===== config.mk =====
export PLATFORM = sky130hd
export DESIGN_NAME = coupled_servo_ramp
export DESIGN_NICKNAME = d
export VERILOG_FILES = /design/src/csr_pkg.sv /design/src/csr_muldiv.sv /design/src/coupled_servo_ramp.sv
export SDC_FILE = /design/constraint.sdc
export NUM_CORES = 1
export LEC_CHECK = 0
export BUFFER_PORTS_ARGS = -buffer_cell sky130_fd_sc_hd__buf_2
export CAP_MARGIN = 40
export CORE_MARGIN = 3
export CORE_UTILIZATION = 60
export DETAILED_ROUTE_END_ITERATION = 12
export GPL_TIMING_DRIVEN = 0
export PLACE_DENSITY = 0.84
export SETUP_SLACK_MARGIN = 0.1
export SYNTH_ARGS = -nofsm -noshare
export SYNTH_HDL_FRONTEND = slang
export SYNTH_SLANG_ARGS = --single-unit
export TNS_END_PERCENT = 10

===== constraint.sdc =====
create_clock -name clk -period 6 [get_ports clk]
set_input_delay 0.6 -clock clk [delete_from_list [all_inputs] [get_ports clk]]
set_output_delay 0.6 -clock clk [all_outputs]
set_load 0.03 [all_outputs]

===== src/csr_pkg.sv =====
// Shared types, constants and the angle mapping function for the coupled servo ramp.
`timescale 1ns / 1ps

package csr_pkg;

  localparam int ANGLE_W = 10;
  localparam int OFFSET_W = 9;
  localparam int START_W = 8;
  localparam int KIND_W = 3;
  localparam int TARGET_W = 8;
  localparam int DUR_IN_W = 16;
  localparam int IDX_W = 2;
  localparam int CFG_W = 9;
  localparam int MAG_W = ANGLE_W + 1;
  localparam int DURATION_BITS_DEF = 16;

  localparam logic [START_W-1:0] START_ANGLE_RST = START_W'(90);
  localparam logic signed [ANGLE_W+1:0] HALF_TURN = (ANGLE_W + 2)'(180);

  localparam logic [KIND_W-1:0] KIND_ENABLE = 3'd0;
  localparam logic [KIND_W-1:0] KIND_DISABLE = 3'd1;
  localparam logic [KIND_W-1:0] KIND_MOVE = 3'd2;
  localparam logic [KIND_W-1:0] KIND_RAMP = 3'd3;
  localparam logic [KIND_W-1:0] KIND_TICK = 3'd4;

  localparam logic [IDX_W-1:0] REG_MIRROR = 2'd0;
  localparam logic [IDX_W-1:0] REG_OFFSET = 2'd1;
  localparam logic [IDX_W-1:0] REG_START = 2'd2;

  typedef struct packed {
    logic busy;
    logic done;
  } md_status_t;

  function automatic logic signed [ANGLE_W-1:0] map_second(
    input logic mirror,
    input logic signed [OFFSET_W-1:0] offset,
    input logic signed [ANGLE_W-1:0] pos
  );
    logic signed [ANGLE_W+1:0] p;
    logic signed [ANGLE_W+1:0] o;
    logic signed [ANGLE_W+1:0] r;
    p = {{2{pos[ANGLE_W-1]}}, pos};
    o = {{(ANGLE_W + 2 - OFFSET_W){offset[OFFSET_W-1]}}, offset};
    if (mirror) begin
      r = HALF_TURN - p - o;
    end else begin
      r = p + o;
    end
    return r[ANGLE_W-1:0];
  endfunction

endpackage


===== src/csr_muldiv.sv =====
// Shared shift-add multiplier and shift-subtract divider for one ramp point.
`timescale 1ns / 1ps

module csr_muldiv #(
  parameter int DURATION_BITS = csr_pkg::DURATION_BITS_DEF
) (
  input  logic                              clk,
  input  logic                              rst_n,
  input  logic                              start,
  input  logic signed [csr_pkg::MAG_W-1:0]  diff,
  input  logic [DURATION_BITS-1:0]          elapsed,
  input  logic [DURATION_BITS-1:0]          length,
  output csr_pkg::md_status_t               status,
  output logic signed [csr_pkg::MAG_W-1:0]  quot
);

  localparam int MW = csr_pkg::MAG_W;
  localparam int PW = DURATION_BITS + MW;
  localparam int CNT_W = $clog2(MW);

  typedef enum logic [2:0] {
    MD_IDLE = 3'b001,
    MD_MUL  = 3'b010,
    MD_DIV  = 3'b100
  } md_phase_t;

  md_phase_t phase_r, phase_nxt;
  logic [PW-1:0] acc_r, acc_nxt;
  logic [PW-1:0] opb_r, opb_nxt;
  logic [MW-1:0] mag_r, mag_nxt;
  logic [DURATION_BITS-1:0] len_r, len_nxt;
  logic [CNT_W-1:0] cnt_r, cnt_nxt;
  logic neg_r, neg_nxt;
  logic done_r, done_nxt;
  logic sub;
  logic [PW:0] sum;
  logic last;

  assign sub = (phase_r == MD_DIV);
  assign sum = {1'b0, acc_r} + {1'b0, (sub ? ~opb_r : opb_r)} + (PW + 1)'(sub);
  assign last = (cnt_r == CNT_W'(MW - 1));

  always_comb begin
    phase_nxt = phase_r;
    acc_nxt = acc_r;
    opb_nxt = opb_r;
    mag_nxt = mag_r;
    len_nxt = len_r;
    cnt_nxt = cnt_r;
    neg_nxt = neg_r;
    done_nxt = 1'b0;
    unique case (phase_r)
      MD_IDLE: begin
        if (start) begin
          phase_nxt = MD_MUL;
          acc_nxt = '0;
          opb_nxt = PW'(elapsed);
          mag_nxt = diff[MW-1] ? MW'(-diff) : MW'(diff);
          neg_nxt = diff[MW-1];
          len_nxt = length;
          cnt_nxt = '0;
        end
      end
      MD_MUL: begin
        if (mag_r[0]) begin
          acc_nxt = sum[PW-1:0];
        end
        opb_nxt = opb_r << 1;
        mag_nxt = mag_r >> 1;
        cnt_nxt = cnt_r + CNT_W'(1);
        if (last) begin
          phase_nxt = MD_DIV;
          opb_nxt = {1'b0, len_r, {(MW - 1){1'b0}}};
          cnt_nxt = '0;
        end
      end
      MD_DIV: begin
        if (sum[PW]) begin
          acc_nxt = sum[PW-1:0];
        end
        mag_nxt = {mag_r[MW-2:0], sum[PW]};
        opb_nxt = opb_r >> 1;
        cnt_nxt = cnt_r + CNT_W'(1);
        if (last) begin
          phase_nxt = MD_IDLE;
          done_nxt = 1'b1;
        end
      end
      default: begin
        phase_nxt = MD_IDLE;
      end
    endcase
  end

  always_ff @(posedge clk) begin
    if (!rst_n) begin
      phase_r <= MD_IDLE;
      done_r <= 1'b0;
      cnt_r <= '0;
    end else begin
      phase_r <= phase_nxt;
      done_r <= done_nxt;
      cnt_r <= cnt_nxt;
    end
    acc_r <= acc_nxt;
    opb_r <= opb_nxt;
    mag_r <= mag_nxt;
    len_r <= len_nxt;
    neg_r <= neg_nxt;
  end

  assign status.busy = (phase_r != MD_IDLE);
  assign status.done = done_r;
  assign quot = neg_r ? -$signed(mag_r) : $signed(mag_r);

  a_done_after_div: assert property (@(posedge clk) disable iff (!rst_n)
    done_r |-> $past(phase_r == MD_DIV))
    else $error("quotient flagged without a division step");

  a_start_when_idle: assert property (@(posedge clk) disable iff (!rst_n)
    start |-> (phase_r == MD_IDLE))
    else $error("unit started while busy");

endmodule


===== src/coupled_servo_ramp.sv =====
// Top level of the coupled servo ramp: command sequencer, servo state and result register.
`timescale 1ns / 1ps

//  Channel | Direction | Handshake          | Beat contents
//  cfg     | in        | cfg_we             | cfg_index, cfg_wdata
//  in      | in        | in_valid/in_ready  | kind, target_angle, duration_ms
//  out     | out       | out_valid/out_ready| first/second angle, written, enabled, moving
//
//  Most beats produce their result in the cycle after acceptance.
//  A tick during a ramp runs two multiply-divide passes on the shared unit
//  (11 multiply steps and 11 divide steps each, handed off on the registered done flag)
//  and then loads the result register once the output is free.
//  Input is accepted when the sequencer is idle and the result register is free or draining.
//  Reset is synchronous and needs no clearing pass; a stalled result holds the sequencer.

module coupled_servo_ramp #(
  parameter int DURATION_BITS = csr_pkg::DURATION_BITS_DEF
) (
  input  logic                                 clk,
  input  logic                                 rst_n,
  input  logic                                 cfg_we,
  input  logic [csr_pkg::IDX_W-1:0]            cfg_index,
  input  logic [csr_pkg::CFG_W-1:0]            cfg_wdata,
  input  logic                                 in_valid,
  output logic                                 in_ready,
  input  logic [csr_pkg::KIND_W-1:0]           in_kind,
  input  logic [csr_pkg::TARGET_W-1:0]         in_target_angle,
  input  logic [csr_pkg::DUR_IN_W-1:0]         in_duration_ms,
  output logic                                 out_valid,
  input  logic                                 out_ready,
  output logic signed [csr_pkg::ANGLE_W-1:0]   out_first_angle,
  output logic signed [csr_pkg::ANGLE_W-1:0]   out_second_angle,
  output logic                                 out_angle_written,
  output logic                                 out_is_enabled,
  output logic                                 out_is_moving
);

  localparam int AW = csr_pkg::ANGLE_W;
  localparam int MW = csr_pkg::MAG_W;
  localparam int DB = DURATION_BITS;

  typedef enum logic [3:0] {
    S_IDLE   = 4'b0001,
    S_FIRST  = 4'b0010,
    S_SECOND = 4'b0100,
    S_PUT    = 4'b1000
  } state_t;

  state_t state_r, state_nxt;
  logic mirror_r, mirror_nxt;
  logic signed [csr_pkg::OFFSET_W-1:0] offset_r, offset_nxt;
  logic [csr_pkg::START_W-1:0] start_r, start_nxt;
  logic en_r, en_nxt;
  logic ramp_r, ramp_nxt;
  logic [DB-1:0] elapsed_r, elapsed_nxt;
  logic [DB-1:0] length_r, length_nxt;
  logic signed [AW-1:0] first_cur_r, first_cur_nxt;
  logic signed [AW-1:0] second_cur_r, second_cur_nxt;
  logic signed [AW-1:0] first_from_r, first_from_nxt;
  logic signed [AW-1:0] first_to_r, first_to_nxt;
  logic signed [AW-1:0] second_from_r, second_from_nxt;
  logic signed [AW-1:0] second_to_r, second_to_nxt;

  logic out_valid_r, out_valid_nxt;
  logic signed [AW-1:0] out_first_r, out_second_r;
  logic out_written_r, out_en_r, out_moving_r;
  logic out_load;
  logic written;

  logic [DB+csr_pkg::DUR_IN_W-1:0] dur_wide;
  logic [DB-1:0] dur;
  logic [DB-1:0] elapsed_inc;
  logic signed [AW-1:0] target;
  logic signed [MW-1:0] first_diff, second_diff;
  logic signed [MW-1:0] first_sum, second_sum;

  logic md_start;
  logic signed [MW-1:0] md_diff;
  csr_pkg::md_status_t md_status;
  logic signed [MW-1:0] md_quot;

  assign dur_wide = {{DB{1'b0}}, in_duration_ms};
  assign dur = dur_wide[DB-1:0];
  assign elapsed_inc = elapsed_r + DB'(1);
  assign target = {2'b00, in_target_angle};
  assign first_diff = {first_to_r[AW-1], first_to_r} - {first_from_r[AW-1], first_from_r};
  assign second_diff = {second_to_r[AW-1], second_to_r} - {second_from_r[AW-1], second_from_r};
  assign first_sum = {first_from_r[AW-1], first_from_r} + md_quot;
  assign second_sum = {second_from_r[AW-1], second_from_r} + md_quot;
  assign in_ready = (state_r == S_IDLE) && (!out_valid_r || out_ready);

  always_comb begin
    state_nxt = state_r;
    mirror_nxt = mirror_r;
    offset_nxt = offset_r;
    start_nxt = start_r;
    en_nxt = en_r;
    ramp_nxt = ramp_r;
    elapsed_nxt = elapsed_r;
    length_nxt = length_r;
    first_cur_nxt = first_cur_r;
    second_cur_nxt = second_cur_r;
    first_from_nxt = first_from_r;
    first_to_nxt = first_to_r;
    second_from_nxt = second_from_r;
    second_to_nxt = second_to_r;
    out_load = 1'b0;
    written = 1'b0;
    md_start = 1'b0;
    md_diff = first_diff;

    if (cfg_we) begin
      unique case (cfg_index)
        csr_pkg::REG_MIRROR: mirror_nxt = cfg_wdata[0];
        csr_pkg::REG_OFFSET: offset_nxt = $signed(cfg_wdata);
        csr_pkg::REG_START: start_nxt = cfg_wdata[csr_pkg::START_W-1:0];
        default: ;
      endcase
      if ((cfg_index == csr_pkg::REG_MIRROR || cfg_index == csr_pkg::REG_OFFSET ||
           cfg_index == csr_pkg::REG_START) && !en_r && !ramp_r) begin
        first_cur_nxt = {2'b00, start_nxt};
        second_cur_nxt = csr_pkg::map_second(mirror_nxt, offset_nxt, {2'b00, start_nxt});
      end
    end

    unique case (state_r)
      S_IDLE: begin
        if (in_valid && in_ready) begin
          out_load = 1'b1;
          unique case (in_kind)
            csr_pkg::KIND_ENABLE: begin
              if (!en_r) begin
                en_nxt = 1'b1;
                written = 1'b1;
              end
            end
            csr_pkg::KIND_DISABLE: begin
              en_nxt = 1'b0;
            end
            csr_pkg::KIND_MOVE: begin
              if (en_r) begin
                first_cur_nxt = target;
                second_cur_nxt = csr_pkg::map_second(mirror_r, offset_r, target);
                written = 1'b1;
              end
            end
            csr_pkg::KIND_RAMP: begin
              if (en_r) begin
                ramp_nxt = 1'b1;
                elapsed_nxt = '0;
                length_nxt = dur;
                first_from_nxt = first_cur_r;
                first_to_nxt = target;
                second_from_nxt = second_cur_r;
                second_to_nxt = csr_pkg::map_second(mirror_r, offset_r, target);
              end
            end
            csr_pkg::KIND_TICK: begin
              if (ramp_r) begin
                elapsed_nxt = elapsed_inc;
                if (elapsed_inc >= length_r) begin
                  ramp_nxt = 1'b0;
                  first_cur_nxt = first_to_r;
                  second_cur_nxt = second_to_r;
                  written = 1'b1;
                end else begin
                  out_load = 1'b0;
                  md_start = 1'b1;
                  md_diff = first_diff;
                  state_nxt = S_FIRST;
                end
              end
            end
            default: ;
          endcase
        end
      end
      S_FIRST: begin
        if (md_status.done) begin
          first_cur_nxt = first_sum[AW-1:0];
          md_start = 1'b1;
          md_diff = second_diff;
          state_nxt = S_SECOND;
        end
      end
      S_SECOND: begin
        if (md_status.done) begin
          second_cur_nxt = second_sum[AW-1:0];
          state_nxt = S_PUT;
        end
      end
      S_PUT: begin
        if (!out_valid_r || out_ready) begin
          out_load = 1'b1;
          written = 1'b1;
          state_nxt = S_IDLE;
        end
      end
      default: begin
        state_nxt = S_IDLE;
      end
    endcase

    if (out_load) begin
      out_valid_nxt = 1'b1;
    end else if (out_ready) begin
      out_valid_nxt = 1'b0;
    end else begin
      out_valid_nxt = out_valid_r;
    end
  end

  always_ff @(posedge clk) begin
    if (!rst_n) begin
      state_r <= S_IDLE;
      mirror_r <= 1'b0;
      offset_r <= '0;
      start_r <= csr_pkg::START_ANGLE_RST;
      en_r <= 1'b0;
      ramp_r <= 1'b0;
      elapsed_r <= '0;
      length_r <= '0;
      first_cur_r <= {2'b00, csr_pkg::START_ANGLE_RST};
      second_cur_r <= csr_pkg::map_second(1'b0, '0, {2'b00, csr_pkg::START_ANGLE_RST});
      first_from_r <= '0;
      first_to_r <= '0;
      second_from_r <= '0;
      second_to_r <= '0;
      out_valid_r <= 1'b0;
    end else begin
      state_r <= state_nxt;
      mirror_r <= mirror_nxt;
      offset_r <= offset_nxt;
      start_r <= start_nxt;
      en_r <= en_nxt;
      ramp_r <= ramp_nxt;
      elapsed_r <= elapsed_nxt;
      length_r <= length_nxt;
      first_cur_r <= first_cur_nxt;
      second_cur_r <= second_cur_nxt;
      first_from_r <= first_from_nxt;
      first_to_r <= first_to_nxt;
      second_from_r <= second_from_nxt;
      second_to_r <= second_to_nxt;
      out_valid_r <= out_valid_nxt;
    end
    if (out_load) begin
      out_first_r <= first_cur_nxt;
      out_second_r <= second_cur_nxt;
      out_written_r <= written;
      out_en_r <= en_nxt;
      out_moving_r <= ramp_nxt;
    end
  end

  csr_muldiv #(
    .DURATION_BITS(DURATION_BITS)
  ) u_muldiv (
    .clk    (clk),
    .rst_n  (rst_n),
    .start  (md_start),
    .diff   (md_diff),
    .elapsed(elapsed_nxt),
    .length (length_r),
    .status (md_status),
    .quot   (md_quot)
  );

  assign out_valid = out_valid_r;
  assign out_first_angle = out_first_r;
  assign out_second_angle = out_second_r;
  assign out_angle_written = out_written_r;
  assign out_is_enabled = out_en_r;
  assign out_is_moving = out_moving_r;

  a_calc_needs_ramp: assert property (@(posedge clk) disable iff (!rst_n)
    (state_r != S_IDLE) |-> ramp_r)
    else $error("ramp point computed without an active ramp");

  a_unit_busy_in_calc: assert property (@(posedge clk) disable iff (!rst_n)
    (state_r == S_FIRST || state_r == S_SECOND) |-> (md_status.busy || md_status.done))
    else $error("sequencer waits on an idle arithmetic unit");

  a_done_in_calc: assert property (@(posedge clk) disable iff (!rst_n)
    md_status.done |-> (state_r == S_FIRST || state_r == S_SECOND))
    else $error("arithmetic result arrived outside a calculation");

endmodule


==> results summary <==
The flow ran to the end, and the final reports show no timing, DRC or antenna violations. For this run, the leading register cell type out of synthesis is dfxtp_1. The post-route DRC violation count came out at 0. Before antenna repair, the detailed router went through 8 iterations. Global routing used a little under a third of the available tracks across all layers. The clock slew at the register clock pins of the worst setup and hold paths came out at 70 ps. The count of endpoints failing hold in the final timing report is 0. The count of synthesis-stage warnings from yosys came out at 0. Static timing analysis puts the maximum clock frequency at 187 MHz. After detailed routing, the average wire length per cell comes to between 20 and 25 µm. The total cell area at the placement stage is approximately 16000 µm². The longest clock path from root to sink contains 3 buffers.

The leakage power figure came out at roughly 6.8 nW. In the final design database the tool counted 2105 nets. The final weighted congestion in routability-driven placement came out at approximately 0.99.

Of the post-synthesis cell area, the dominant cell type holds around a fifth. The number of distinct library cells after synthesis is 90. The routed via count came out at 14287. The chip width came out at roughly 170 µm.

The biggest area contributor in the post-synthesis netlist is edfxtp_1. The final instance area is ~17000 µm². The final worst hold slack is ~320 ps. Of all flip-flops after synthesis, the portion carrying an async set or reset was 0%. The latest clock arrival within the worst-skew pair came out at about 540 ps. The region available for standard cell placement spans around 25000 µm². The register bit count reported by yosys is approximately 230. The sequential-to-total area share from yosys stat is 36.2%. For the worst setup path, the data arrival time is around 5600 ps.

The vias per cell came out at about 6.3. The total standard cell area after synthesis is 15500 µm². The final cycle utilization of the critical path is approximately 90%. The overall overflow remaining after global route came out at 0. The filler cell count came out at around 1900. For the pin with the worst max-slew slack, the measured transition is 1020 ps. The initial antenna violation count came out at 0. The die height is 167 µm. The number of max-cap violations came out at 0. The number of pins exceeding their max-slew limit in the final report is 0. Setup repair after global routing left no endpoint under its margin. The cell count after synthesis came out at 1808. The ratio of cells with drive above 1 in the final layout came out at 8.96%. The number of antenna cells inserted came out at 0. Counting every sink on the clock net gives 228. The number of H-tree levels came out at 1. By count the netlist is led by 222 x nand2_1, 185 x nor2_1, 166 x a21oi_1, 143 x ha_1, 123 x dfxtp_1. IR analysis of the VDD net gives a maximum drop of ~0.27 mV. Setup violations remaining at the end of the flow were counted as 0. The most numerous cell in the Yosys netlist is nand2_1. The critical path is of the flop to flop type.

The worst setup path is launched from a flop. The count of boundary I/O pins is between 60 and 70. The post-route antenna net violation count is 0. The number of global-route vias before repair came to about 14000. The pin count of the biggest net entering global routing is 42.

The power density of the placed cells is around 230 nW/µm². The layout overhead on the synthesized area is 11.6%. The detailed placement HPWL came out at 35100 µm.

Ranked by total cell area, the synthesized netlist is headed by edfxtp_1 20%, dfxtp_1 16%, ha_1 12%, nand2_1 5.4%, a21oi_1 5.3%. The starting utilization of the core area came out at about three fifths. Row generation in the floorplan step produced 58 rows. For the worst setup path, the data required time is about 6200 ps.

The end-of-flow core utilization came out at 68.4%. The maximum fanout encountered on the critical timing path is 13. Synthesis produced a netlist with a net count of 2003. The wire length after detailed routing is 46200 µm. The DRC violation total after the first TritonRoute iteration came out at 1517. The min-delay analysis places its worst path in the category input port to flop. Buffers placed on the I/O ports in this run total between 60 and 70. The final critical-path required period came out at around 5400 ps. The clock arrives with about 15 ps of skew. The number of synthesized flops with an enable pin came out at ~110. The TritonCTS buffer count is 26. The die covers between 20000 and 30000 µm². CTS placed an instance of clkbuf_16 at the clock tree root. TritonCTS built the clock tree.

The worst pin sits at a relative slew slack of between 30% and 40%. STA classifies the critical path endpoint as a flop. The first global-routing pass estimated about 72000 µm of wire. The average footprint of a synthesized cell came out at between 8 and 9 µm².
final cells by class:
| type | instances | area (µm²) | area share (%) |
|---|---|---|---|
| multi-input combinational | 1402 | 9230 | 53.3 |
| sequential | 228 | 5620 | 32.4 |
| clock buffer | 28 | 679 | 3.92 |
| timing repair buffer | 74 | 435 | 2.51 |
| tap | 330 | 413 | 2.38 |
| inverter | 101 | 382 | 2.20 |
| buffer | 77 | 315 | 1.82 |
| clock inverter | 20 | 260 | 1.50 |
routing by layer:
metal  track usage [%]  wire [µm]  vias up
li1                  -          -     6675
met1              39.4      17800     6677
met2              53.1      21400      753
met3              4.65       3980      182
met4              18.2       2960        0
met5                 0          0        -
repair_timing:
action                     in CTS  in global routing
pin swaps                       1                  1
hold buffers                    0                  0
buffers inserted                1                  5
setup endpoints to repair      13                 67
gates resized for setup         0                  2
per-stage QoR:
step | setup WS (ps) | total power (W) | setup TNS, ps | std cells
6_report | 641 | 0.00399 | 0 | 2260
2_1_floorplan | 587 | 0.00208 | 0 | 1808
3_5_place_dp | 147 | 0.00224 | 0 | 2206
4_1_cts | 221 | 0.00396 | 0 | 2255
3_3_place_gp | -887 | 0.00223 | -38460 | 2202
5_1_grt | 414 | 0.00408 | 0 | 2260
flip-flops by register name, indices dropped and copies added, names as in the netlist, 3 cells and up:
name              count
first_cur_r          10
second_cur_r         10
u_muldiv.mag_r       11
second_from_r        10
u_muldiv.opb_r       27
u_muldiv.len_r       16
state_r               4
offset_r              9
length_r             16
u_muldiv.phase_r      3
out_second_angle     10
u_muldiv.cnt_r        4
second_to_r          10
first_from_r         10
u_muldiv.acc_r       27
start_r               8
elapsed_r            16
first_to_r            8
out_first_angle      10
critical path, cell delays in order (launching register included):
cell,delay (ps)
dfxtp_1,450
nand3_1,220
nor2_1,320
and3_1,310
nand3_1,190
or2_2,370
xnor2_1,130
ha_1,290
nand4_1,100
inv_1,50
a221oi_1,610
o21ai_0,260
nor2_2,340
nor2_1,150
nor4b_4,280
buf_4,200
nor2_1,140
a211oi_4,420
buf_8,210
logic make-up (layout without fill, tap and decap cells):
| family | Yosys count | in the layout | synth area share, % |
|---|---|---|---|
| simple gates | 608 | 608 | 17.9 |
| compound gates | 497 | 497 | 20.4 |
| buf+inv | 178 | 300 | 4.46 |
| fa+ha+maj | 152 | 152 | 12.7 |
| flops | 228 | 228 | 36.2 |
| xor+xnor | 117 | 117 | 6.60 |
| mux | 28 | 28 | 1.83 |
where the power goes:
part | internal (W) | total [W] | switching [W]
logic | 0.000201 | 0.000548 | 0.000347
registers | 0.00166 | 0.00168 | 0.0000225
clock network | 0.00105 | 0.00176 | 0.000706
path summary, 6_finish.rpt:
kind / start / endpoint / slack (ps) / cells after the start
worst max-delay path: elapsed_r[2]$_SDFF_PN0_ / u_muldiv.acc_r[4]$_SDFFCE_PP0P_ / 640 / 18
worst max register to register: elapsed_r[2]$_SDFF_PN0_ / u_muldiv.acc_r[4]$_SDFFCE_PP0P_ / 640 / 18
worst min-delay path: in_duration_ms[2] / length_r[2]$_SDFFE_PN0P_ / 320 / 3
worst min register to register: length_r[12]$_SDFFE_PN0P_ / u_muldiv.len_r[12]$_DFFE_PP_ / 460 / 0
cell usage in the layout, fill, tap and decap left out, types with 6 or more instances in the layout:
master     synthesis  layout
nor2_1           185     185
fa_1               9       9
a22o_1             9       9
o21ai_0          110     110
nand2b_1          11      11
a21o_1            30      30
buf_2              8      72
inv_1             99      98
and3_1            13      13
o22ai_1           11      11
xnor2_1           74      74
or3_1             14      14
a31oi_1           10      10
nand2_1          222     222
clkbuf_16          0      27
mux2i_1           25      25
clkbuf_1          62      62
nand4_1            6       6
dfxtp_1          123     123
o21a_1            11      11
o221ai_1           6       6
edfxtp_1         105     105
a22oi_1           14      14
nand3_1           34      34
xor2_1            43      43
ha_1             143     143
buf_4              2       7
o21bai_1          11      11
a21oi_1          166     166
and2_1            29      29
inv_4              0       6
o211ai_1           6       6
o31ai_1           13      13
nor3_1            38      38
nor2b_1           16      16
a211oi_1          38      38
or2_2             10      10
Note: power is estimated with default switching activity, not from simulation.
